`src/design/sm4bcm_pkg.sv`:
```
// Shared types, constants and round functions of the SM4 chaining-mode block.
`timescale 1ns / 1ps

package sm4bcm_pkg;

	localparam int SM4_ROUND_COUNT = 32;
	localparam int CFG_INDEX_W = 3;
	localparam int CFG_DATA_W = 64;

	localparam logic [CFG_INDEX_W-1:0] REG_KEY_HIGH = 3'd0;
	localparam logic [CFG_INDEX_W-1:0] REG_KEY_LOW = 3'd1;
	localparam logic [CFG_INDEX_W-1:0] REG_IV_HIGH = 3'd2;
	localparam logic [CFG_INDEX_W-1:0] REG_IV_LOW = 3'd3;
	localparam logic [CFG_INDEX_W-1:0] REG_CHAIN_MODE = 3'd4;
	localparam logic [CFG_INDEX_W-1:0] REG_DIRECTION = 3'd5;

	localparam logic DIR_DECRYPT = 1'b1;

	typedef enum logic [1:0] {
		MODE_ECB = 2'd0,
		MODE_CBC = 2'd1,
		MODE_CFB = 2'd2,
		MODE_OFB = 2'd3
	} mode_t;

	typedef enum logic [2:0] {
		ST_IDLE,
		ST_EXPAND,
		ST_LOAD,
		ST_ROUNDS,
		ST_DONE
	} state_t;

	typedef struct packed {
		logic accept;
		logic load_key;
		logic load_data;
		logic round_en;
		logic key_sched;
		logic finish;
	} ctrl_t;

	localparam logic [31:0] FK [4] = '{
		32'ha3b1bac6, 32'h56aa3350, 32'h677d9197, 32'hb27022dc
	};

	localparam logic [7:0] SBOX [256] = '{
		8'hd6,8'h90,8'he9,8'hfe,8'hcc,8'he1,8'h3d,8'hb7,8'h16,8'hb6,8'h14,8'hc2,8'h28,8'hfb,8'h2c,8'h05,
		8'h2b,8'h67,8'h9a,8'h76,8'h2a,8'hbe,8'h04,8'hc3,8'haa,8'h44,8'h13,8'h26,8'h49,8'h86,8'h06,8'h99,
		8'h9c,8'h42,8'h50,8'hf4,8'h91,8'hef,8'h98,8'h7a,8'h33,8'h54,8'h0b,8'h43,8'hed,8'hcf,8'hac,8'h62,
		8'he4,8'hb3,8'h1c,8'ha9,8'hc9,8'h08,8'he8,8'h95,8'h80,8'hdf,8'h94,8'hfa,8'h75,8'h8f,8'h3f,8'ha6,
		8'h47,8'h07,8'ha7,8'hfc,8'hf3,8'h73,8'h17,8'hba,8'h83,8'h59,8'h3c,8'h19,8'he6,8'h85,8'h4f,8'ha8,
		8'h68,8'h6b,8'h81,8'hb2,8'h71,8'h64,8'hda,8'h8b,8'hf8,8'heb,8'h0f,8'h4b,8'h70,8'h56,8'h9d,8'h35,
		8'h1e,8'h24,8'h0e,8'h5e,8'h63,8'h58,8'hd1,8'ha2,8'h25,8'h22,8'h7c,8'h3b,8'h01,8'h21,8'h78,8'h87,
		8'hd4,8'h00,8'h46,8'h57,8'h9f,8'hd3,8'h27,8'h52,8'h4c,8'h36,8'h02,8'he7,8'ha0,8'hc4,8'hc8,8'h9e,
		8'hea,8'hbf,8'h8a,8'hd2,8'h40,8'hc7,8'h38,8'hb5,8'ha3,8'hf7,8'hf2,8'hce,8'hf9,8'h61,8'h15,8'ha1,
		8'he0,8'hae,8'h5d,8'ha4,8'h9b,8'h34,8'h1a,8'h55,8'had,8'h93,8'h32,8'h30,8'hf5,8'h8c,8'hb1,8'he3,
		8'h1d,8'hf6,8'he2,8'h2e,8'h82,8'h66,8'hca,8'h60,8'hc0,8'h29,8'h23,8'hab,8'h0d,8'h53,8'h4e,8'h6f,
		8'hd5,8'hdb,8'h37,8'h45,8'hde,8'hfd,8'h8e,8'h2f,8'h03,8'hff,8'h6a,8'h72,8'h6d,8'h6c,8'h5b,8'h51,
		8'h8d,8'h1b,8'haf,8'h92,8'hbb,8'hdd,8'hbc,8'h7f,8'h11,8'hd9,8'h5c,8'h41,8'h1f,8'h10,8'h5a,8'hd8,
		8'h0a,8'hc1,8'h31,8'h88,8'ha5,8'hcd,8'h7b,8'hbd,8'h2d,8'h74,8'hd0,8'h12,8'hb8,8'he5,8'hb4,8'hb0,
		8'h89,8'h69,8'h97,8'h4a,8'h0c,8'h96,8'h77,8'h7e,8'h65,8'hb9,8'hf1,8'h09,8'hc5,8'h6e,8'hc6,8'h84,
		8'h18,8'hf0,8'h7d,8'hec,8'h3a,8'hdc,8'h4d,8'h20,8'h79,8'hee,8'h5f,8'h3e,8'hd7,8'hcb,8'h39,8'h48
	};

	function automatic logic [31:0] rotl(input logic [31:0] x, input int n);
		return (x << n) | (x >> (32 - n));
	endfunction

	// Byte-wise S-box substitution of a word.
	function automatic logic [31:0] sbox_word(input logic [31:0] x);
		return {SBOX[x[31:24]], SBOX[x[23:16]], SBOX[x[15:8]], SBOX[x[7:0]]};
	endfunction

	function automatic logic [31:0] lin_data(input logic [31:0] t);
		return t ^ rotl(t, 2) ^ rotl(t, 10) ^ rotl(t, 18) ^ rotl(t, 24);
	endfunction

	function automatic logic [31:0] lin_key(input logic [31:0] t);
		return t ^ rotl(t, 13) ^ rotl(t, 23);
	endfunction

	// Key schedule constant: byte j of word i is (4*i + j) * 7 modulo 256.
	function automatic logic [31:0] ck_word(input logic [7:0] i);
		logic [31:0] v;
		logic [7:0] b;
		v = '0;
		for (int j = 0; j < 4; j++) begin
			b = 8'((10'(i) * 10'd4 + 10'(j)) * 10'd7);
			v = {v[23:0], b};
		end
		return v;
	endfunction

endpackage

```
`src/design/sm4bcm_round.sv`:
```
// Shared SM4 round unit, used for both key expansion and the cipher rounds.
`timescale 1ns / 1ps

module sm4bcm_round import sm4bcm_pkg::*; (
	input  logic [31:0] w0,
	input  logic [31:0] w1,
	input  logic [31:0] w2,
	input  logic [31:0] w3,
	input  logic [31:0] rk,
	input  logic        key_sched,
	output logic [31:0] next_word
);

	logic [31:0] t;

	always_comb begin
		t = sbox_word(w1 ^ w2 ^ w3 ^ rk);
		next_word = w0 ^ (key_sched ? lin_key(t) : lin_data(t));
	end

endmodule

```
`src/design/sm4bcm_ctrl.sv`:
```
// Sequencer that steps the shared round unit through key expansion and cipher rounds.
`timescale 1ns / 1ps

module sm4bcm_ctrl import sm4bcm_pkg::*; #(
	parameter int ROUND_COUNT = SM4_ROUND_COUNT,
	localparam int RW = $clog2(ROUND_COUNT)
) (
	input  logic          clk,
	input  logic          arst_n,
	input  logic          block_valid,
	input  logic          keys_current,
	input  logic          out_free,
	output logic          block_stall,
	output ctrl_t         ctrl,
	output logic [RW-1:0] round_idx
);

	localparam logic [RW-1:0] LAST_ROUND = RW'(ROUND_COUNT - 1);

	state_t state_q, state_d;
	logic [RW-1:0] cnt_q;
	logic last;

	assign round_idx = cnt_q;
	assign last = (cnt_q == LAST_ROUND);

	always_ff @(posedge clk or negedge arst_n) begin
		if (!arst_n) begin
			state_q <= ST_IDLE;
			cnt_q <= '0;
		end else begin
			state_q <= state_d;
			if (ctrl.round_en && !last) begin
				cnt_q <= cnt_q + 1'b1;
			end else begin
				cnt_q <= '0;
			end
		end
	end

	always_comb begin
		state_d = state_q;
		ctrl = '0;
		block_stall = 1'b1;
		unique case (state_q)
			ST_IDLE: begin
				block_stall = 1'b0;
				if (block_valid) begin
					ctrl.accept = 1'b1;
					if (keys_current) begin
						state_d = ST_LOAD;
					end else begin
						ctrl.load_key = 1'b1;
						state_d = ST_EXPAND;
					end
				end
			end
			ST_EXPAND: begin
				ctrl.round_en = 1'b1;
				ctrl.key_sched = 1'b1;
				if (last) begin
					state_d = ST_LOAD;
				end
			end
			ST_LOAD: begin
				ctrl.load_data = 1'b1;
				state_d = ST_ROUNDS;
			end
			ST_ROUNDS: begin
				ctrl.round_en = 1'b1;
				if (last) begin
					state_d = ST_DONE;
				end
			end
			ST_DONE: begin
				if (out_free) begin
					ctrl.finish = 1'b1;
					state_d = ST_IDLE;
				end
			end
			default: begin
				state_d = ST_IDLE;
			end
		endcase
	end

endmodule

```
`src/design/sm4_block_cipher_modes.sv`:
```
// Top level of the SM4 block cipher with ECB, CBC, CFB and OFB chaining.
`timescale 1ns / 1ps

// Usage:
// Configuration is written through cfg_valid/cfg_ready with a register index and
// 64-bit data; cfg_ready is always high. The user must write configuration only
// while the block is idle; the block itself does not enforce this. Any write to
// a defined register marks the round keys stale, so the next item first expands
// the key and reloads the chaining value from the IV. Input items arrive on
// block_valid/block_stall, results leave on result_valid/result_stall; an item
// moves when valid is high and stall low. One shared round unit does one round
// per cycle. With current keys an item goes through a load step, the cipher
// rounds and a write to the output register; a stale key adds a key expansion
// pass for that item. The block takes one item at a time and stalls its input
// until the result is written. When the receiver stalls, the result stays in
// the output register and a finished item waits in the sequencer until that
// register is free. Reset clears the configuration registers to zero, marks the
// keys stale and empties the output register.
module sm4_block_cipher_modes import sm4bcm_pkg::*; #(
	parameter int ROUND_COUNT = SM4_ROUND_COUNT
) (
	input  logic                   clk,
	input  logic                   arst_n,
	input  logic                   cfg_valid,
	output logic                   cfg_ready,
	input  logic [CFG_INDEX_W-1:0] cfg_index,
	input  logic [CFG_DATA_W-1:0]  cfg_data,
	input  logic                   block_valid,
	output logic                   block_stall,
	input  logic [63:0]            block_high,
	input  logic [63:0]            block_low,
	input  logic                   end_of_message,
	output logic                   result_valid,
	input  logic                   result_stall,
	output logic [63:0]            result_high,
	output logic [63:0]            result_low,
	output logic                   result_last
);

	localparam int RW = $clog2(ROUND_COUNT);
	localparam logic [RW-1:0] LAST_ROUND = RW'(ROUND_COUNT - 1);

	logic [63:0] key_high_q, key_low_q, iv_high_q, iv_low_q;
	mode_t mode_q;
	logic dir_q;
	logic keys_current_q;
	logic [127:0] chain_q, in_blk_q;
	logic eom_q;
	logic [31:0] word_q [4];
	logic [31:0] rk_q [ROUND_COUNT];
	logic [63:0] result_high_q, result_low_q;
	logic result_last_q, result_valid_q;

	ctrl_t ctrl;
	logic [RW-1:0] round_idx, rk_sel;
	logic out_free, dec, reverse, cfg_hit;
	logic [31:0] rk, next_word;
	logic [127:0] e_blk, src_blk, res_blk, chain_nxt, key_blk;

	assign cfg_ready = 1'b1;
	assign out_free = !result_valid_q || !result_stall;
	assign dec = (dir_q == DIR_DECRYPT);
	assign reverse = dec && (mode_q == MODE_ECB || mode_q == MODE_CBC);
	assign rk_sel = reverse ? (LAST_ROUND - round_idx) : round_idx;
	assign rk = ctrl.key_sched ? ck_word(8'(round_idx)) : rk_q[rk_sel];
	assign e_blk = {word_q[3], word_q[2], word_q[1], word_q[0]};
	assign key_blk = {key_high_q, key_low_q} ^ {FK[0], FK[1], FK[2], FK[3]};
	assign cfg_hit = cfg_valid && cfg_ready && (cfg_index <= REG_DIRECTION);

	assign result_valid = result_valid_q;
	assign result_high = result_high_q;
	assign result_low = result_low_q;
	assign result_last = result_last_q;

	sm4bcm_ctrl #(
		.ROUND_COUNT(ROUND_COUNT)
	) u_ctrl (
		.clk(clk),
		.arst_n(arst_n),
		.block_valid(block_valid),
		.keys_current(keys_current_q),
		.out_free(out_free),
		.block_stall(block_stall),
		.ctrl(ctrl),
		.round_idx(round_idx)
	);

	sm4bcm_round u_round (
		.w0(word_q[0]),
		.w1(word_q[1]),
		.w2(word_q[2]),
		.w3(word_q[3]),
		.rk(rk),
		.key_sched(ctrl.key_sched),
		.next_word(next_word)
	);

	// Block entering the rounds, chosen by the chaining mode.
	always_comb begin
		unique case (mode_q)
			MODE_ECB: src_blk = in_blk_q;
			MODE_CBC: src_blk = dec ? in_blk_q : (in_blk_q ^ chain_q);
			MODE_CFB: src_blk = chain_q;
			MODE_OFB: src_blk = chain_q;
			default: src_blk = in_blk_q;
		endcase
	end

	// Result and next chaining value once the rounds are done.
	always_comb begin
		unique case (mode_q)
			MODE_ECB: begin
				res_blk = e_blk;
				chain_nxt = chain_q;
			end
			MODE_CBC: begin
				res_blk = dec ? (e_blk ^ chain_q) : e_blk;
				chain_nxt = dec ? in_blk_q : e_blk;
			end
			MODE_CFB: begin
				res_blk = e_blk ^ in_blk_q;
				chain_nxt = dec ? in_blk_q : (e_blk ^ in_blk_q);
			end
			MODE_OFB: begin
				res_blk = e_blk ^ in_blk_q;
				chain_nxt = e_blk;
			end
			default: begin
				res_blk = e_blk;
				chain_nxt = chain_q;
			end
		endcase
	end

	always_ff @(posedge clk or negedge arst_n) begin
		if (!arst_n) begin
			key_high_q <= '0;
			key_low_q <= '0;
			iv_high_q <= '0;
			iv_low_q <= '0;
			mode_q <= MODE_ECB;
			dir_q <= 1'b0;
			keys_current_q <= 1'b0;
			chain_q <= '0;
			result_valid_q <= 1'b0;
		end else begin
			if (cfg_valid && cfg_ready) begin
				unique case (cfg_index)
					REG_KEY_HIGH: key_high_q <= cfg_data;
					REG_KEY_LOW: key_low_q <= cfg_data;
					REG_IV_HIGH: iv_high_q <= cfg_data;
					REG_IV_LOW: iv_low_q <= cfg_data;
					REG_CHAIN_MODE: mode_q <= mode_t'(cfg_data[1:0]);
					REG_DIRECTION: dir_q <= cfg_data[0];
					default: ;
				endcase
			end
			if (cfg_hit) begin
				keys_current_q <= 1'b0;
			end else if (ctrl.load_key) begin
				keys_current_q <= 1'b1;
			end
			if (ctrl.load_key) begin
				chain_q <= {iv_high_q, iv_low_q};
			end else if (ctrl.finish) begin
				chain_q <= chain_nxt;
			end
			if (ctrl.finish) begin
				result_valid_q <= 1'b1;
			end else if (!result_stall) begin
				result_valid_q <= 1'b0;
			end
		end
	end

	// Datapath registers carry no reset.
	always_ff @(posedge clk) begin
		if (ctrl.accept) begin
			in_blk_q <= {block_high, block_low};
			eom_q <= end_of_message;
		end
		if (ctrl.load_key) begin
			word_q[0] <= key_blk[127:96];
			word_q[1] <= key_blk[95:64];
			word_q[2] <= key_blk[63:32];
			word_q[3] <= key_blk[31:0];
		end else if (ctrl.load_data) begin
			word_q[0] <= src_blk[127:96];
			word_q[1] <= src_blk[95:64];
			word_q[2] <= src_blk[63:32];
			word_q[3] <= src_blk[31:0];
		end else if (ctrl.round_en) begin
			word_q[0] <= word_q[1];
			word_q[1] <= word_q[2];
			word_q[2] <= word_q[3];
			word_q[3] <= next_word;
		end
		if (ctrl.round_en && ctrl.key_sched) begin
			rk_q[round_idx] <= next_word;
		end
		if (ctrl.finish) begin
			result_high_q <= res_blk[127:64];
			result_low_q <= res_blk[63:0];
			result_last_q <= eom_q;
		end
	end

endmodule

```
`config.mk`:
```
export PLATFORM = sky130hd
export DESIGN_NAME = sm4_block_cipher_modes
export DESIGN_NICKNAME = d
export VERILOG_FILES = /design/src/design/sm4bcm_pkg.sv /design/src/design/sm4bcm_round.sv /design/src/design/sm4bcm_ctrl.sv /design/src/design/sm4_block_cipher_modes.sv
export SDC_FILE = /design/constraint.sdc
export NUM_CORES = 2
export LEC_CHECK = 0
export BUFFER_PORTS_ARGS = -buffer_cell sky130_fd_sc_hd__buf_2
export CORE_MARGIN = 1
export CORE_UTILIZATION = 45
export CTS_CLUSTER_SIZE = 14
export DETAILED_ROUTE_END_ITERATION = 16
export SETUP_SLACK_MARGIN = 0.2
export SYNTH_ARGS = -nofsm -noshare
export SYNTH_HDL_FRONTEND = slang
export SYNTH_SLANG_ARGS = --single-unit
```
`constraint.sdc`:
```
create_clock -name clk -period 12.3 [get_ports clk]
set_input_delay 3.69 -clock clk [delete_from_list [all_inputs] [get_ports clk]]
set_output_delay 3.69 -clock clk [all_outputs]
set_load 0.02 [all_outputs]
```
==> results by stage <==
Run status:
- The flow ran to the end, but the final reports show violations.
- The final reports fail on capacitance limit.

Finish:
- From synthesis to final layout, the design area changed by 11.2%.
- The final layout contains 9,327 nets.
- In the layout the commonest cells are edfxtp_1, nand2_1, a21oi_1, o21ai_0, nor2_1.
- The fraction of layout instances using a drive strength above 1 is 0.206.
- The final core utilization is 0.504.
- The commonest non-fill, non-tap cell in the layout is edfxtp_1.

Die:
- In this run the vertical extent of the chip is 484 um.
- Measured along the x axis, the die boundary spans 484 um.
- The count of standard-cell rows is 176.
- The overall die area is 234,000 um2.
- The total area inside the core boundary comes to 230,000 um2.
- The initial utilization of the core area, before any placement, comes to 0.454.
- The number of top-level pins is 333.

Clocking:
- After clock tree synthesis, the clock-pin slew on the worst setup and hold paths is 60 ps.
- No sink is reached through more buffers than the 3 on the longest clock path.
- The setup fix buffers added after clock tree synthesis is 0.
- Counting every sink on the clock net gives 1,807.
- The count of cells resized by post-cts repair is 0.
- The number of CTS-inserted buffers is 191.
- CTS placed an instance of clkbuf_16 at the clock tree root.
- For this design, the CTS-stage hold fixing added 0 buffers.
- TritonCTS built the clock tree.
- The source-to-sink clock delay at the later pin of the worst-skew pair is 890 ps.
- The maximum level of the CTS H-tree is 4.

Placement:
- During placement, the flow inserted port buffers numbering 331.
- Timing analysis after detailed placement gives a worst setup slack of 2370 ps.
- At the end of routability-driven placement, the weighted congestion stood at 1.02.
- The HPWL reported at the end of detailed placement is 320,000 um.

Route:
- For this run, design rule violations remaining after detail routing come to 0.
- The post-detailed-route via-to-cell ratio is 7.27.
- The number of iterations in the first detailed-routing pass is 8.
- For this block, the routed nets add up to 482,000 um of wire.
- The antenna violation net count after detailed routing is 0.
- After the first detailed-routing iteration, the DRC count stood at 14,300.
- Dividing the detail-routed wire length by the instance count gives 39.3 um.
- The final route contains 89,200 vias.

Timing:
- The worst path in the final design needs a cycle of 10,460 ps, including I/O delays and setup.
- In this run the tightest slew margin relative to its limit is 0.0187.
- At the pin with the least slew margin, the transition time is 1460 ps.
- The number of setup violations in the final report is 0.
- Hold is met by 432 ps.
- Setup repair after global routing left no endpoint under its margin.
- Summed over all failing endpoints, the final setup total negative slack is 0 ps.
- The worst path setup slack after routing is 1840 ps.
- Across the routed clock network, the largest skew measured is 96.4 ps.
- The number of failing hold endpoints at the final stage is 0.
- Timing would allow up to 95.6 MHz.
- The max-slew violation count came to 0.
- Dividing the final minimum period by the clock period gives 0.850.

Synth:
- The most frequently used flop master after synthesis is edfxtp_1.
- The portion of the post-synthesis area used by sequential elements is 0.500.
- The number of nets handed over by synthesis was 9,308.
- In this run, distinct cell masters in the synthesized netlist total 129.
- In this run, synthesis inferred 1,410 flip-flops with an integrated enable.
- Of all cell types, the one taking the most synthesized area is edfxtp_1.
- The number of synthesized register bits is 1,807.
- Synthesis produced 9,044 cells.
- In the synthesized netlist the async set-or-reset flop fraction comes to 0.220.
- The count of yosys warnings during synthesis is 0.
- Ranked by total cell area, the synthesized netlist is headed by edfxtp_1, dfrtp_1, mux4_2, mux2i_1, mux2_2.
- The average cell area after synthesis is 11.6 um2.
- The cell area after technology mapping is 104,000 um2.
- The area share of the largest cell type after synthesis is 0.405.

Worst setup path:
- The critical setup path kind is flop to flop.
- The required time at the endpoint of the critical path is 12,910 ps.
- The peak fanout along the critical path is 43.
- Across all register-to-register paths, the minimum setup slack is 1840 ps.
- For the worst setup path, the data arrival time is 11,070 ps.
- The endpoint kind of the worst setup timing path is a flop.
- The nature of the critical path startpoint is a flop.

GRT:
- The number of global-route vias before repair is 84,000.
- For this run, the total global-route usage over all layers was measured as 0.400.
- The initial antenna violation count is 36.
- Global routing finished with a remaining overflow of 0.
- Entering global routing, the biggest net connects 127 pins.
- The wire length of the first global-routing pass is 668,000 um.

Run:
- Across the run, the number of max-cap violations was 1.

Min path:
- The tightest min-delay check is of the flop to flop type.
-- path summary, 6_finish.rpt --
| path | startpoint | to | cells after the start |
|---|---|---|---|
| min | eom_q | result_last | 0 |
| min reg2reg | eom_q | result_last | 0 |
| max in group asynchronous | arst_n | mode_q[1] | 2 |
| max reg2reg | u_ctrl.round_idx[2] | rk_q[9][15] | 21 |
| min in group asynchronous | arst_n | chain_q[81] | 1 |
| max | u_ctrl.round_idx[2] | rk_q[9][15] | 21 |
-- per-layer routing --
| layer | vias to the layer above | part of all wire | GRT usage |
|---|---|---|---|
| li1 | 35500 | - | - |
| met1 | 45200 | 0.38 | 0.542 |
| met2 | 7103 | 0.42 | 0.567 |
| met3 | 1297 | 0.14 | 0.128 |
| met4 | 16 | 0.064 | 0.218 |
| met5 | - | 0.00023 | 0 |
-- cells in the mapped netlist (65+ instances only) --
master       n
edfxtp_1  1410
nand3_1    257
nor2b_1    101
nand2b_1   120
buf_2      187
clkbuf_1   446
o22ai_1    240
mux4_2     298
buf_1      108
o221a_2    113
o21ai_0    486
nand2_1    660
mux2i_1    393
xnor2_1    288
inv_1       77
nor2_1     458
nor3_1     135
a311oi_1    88
a221oi_1    65
a31oi_1    196
a22oi_1    192
a211oi_1   106
dfrtp_1    397
xor2_1      81
o211ai_1    89
a21oi_1    647
mux2_2     288
-- cells by family (layout without fill, tap and decap cells) --
family                   after synthesis  count (layout)  synth area share
XOR/XNOR                             401             401            0.0373
AND/OR/NAND/NOR                     1984            1984            0.0896
flip-flops                          1807            1807             0.500
other                                  1              19         0.0000359
buffers and inverters                937            1117            0.0423
multiplexers                         981             981             0.133
adder cells (fa/ha/maj)               66              66           0.00841
AO/OA/AOI/OAI                       2867            2867             0.189
-- cell type report --
type                            instances  area [um2]
Fill cell                           20100      114000
Inverter                               91         358
Antenna cell                           18        45.0
Tap cell                             3026        3790
Clock inverter                        113        1440
Multi-Input combinational cell       6300       48800
Timing Repair Buffer                  672        4340
Clock buffer                          241        5110
Sequential cell                      1807       52300
-- worst max-delay path: stages (launching register included) --
cell and delay, ps:
dfrtp_4 810, buf_4 490, or4b_1 490, o21ai_2 510, buf_4 360, a32oi_1 460
o21ai_0 200, nor4_1 580, a211o_1 650, xor2_4 530, buf_4 510, nand2_1 410
a2111oi_0 930, a211oi_1 150, o21ai_0 190, a211oi_2 240, xnor2_1 490, xor3_1 420
mux2i_1 870, buf_4 260, xnor2_2 230, buf_4 320
-- sequential cells by signal, indices dropped and copies added (netlist names), 2 cells and up --
register,cells
rk_q,1024
chain_q,128
in_blk_q,128
word_q,128
iv_high_q,64
iv_low_q,64
key_high_q,64
key_low_q,64
result_high,64
result_low,64
u_ctrl.round_idx,5
u_ctrl.state_q,3
mode_q,2
-- metrics by stage --
| stage | cell area, um2 | instances |
|---|---|---|
| after detailed placement | 110000 | 11900 |
| after global routing | 116000 | 12300 |
| final | 116000 | 12300 |
| after global placement | 110000 | 11900 |
| after CTS | 116000 | 12300 |
| after floorplan | 104000 | 9044 |
Power is not shown: default switching activity piles up to over one toggle a cycle in this logic, so the estimate is an artifact.
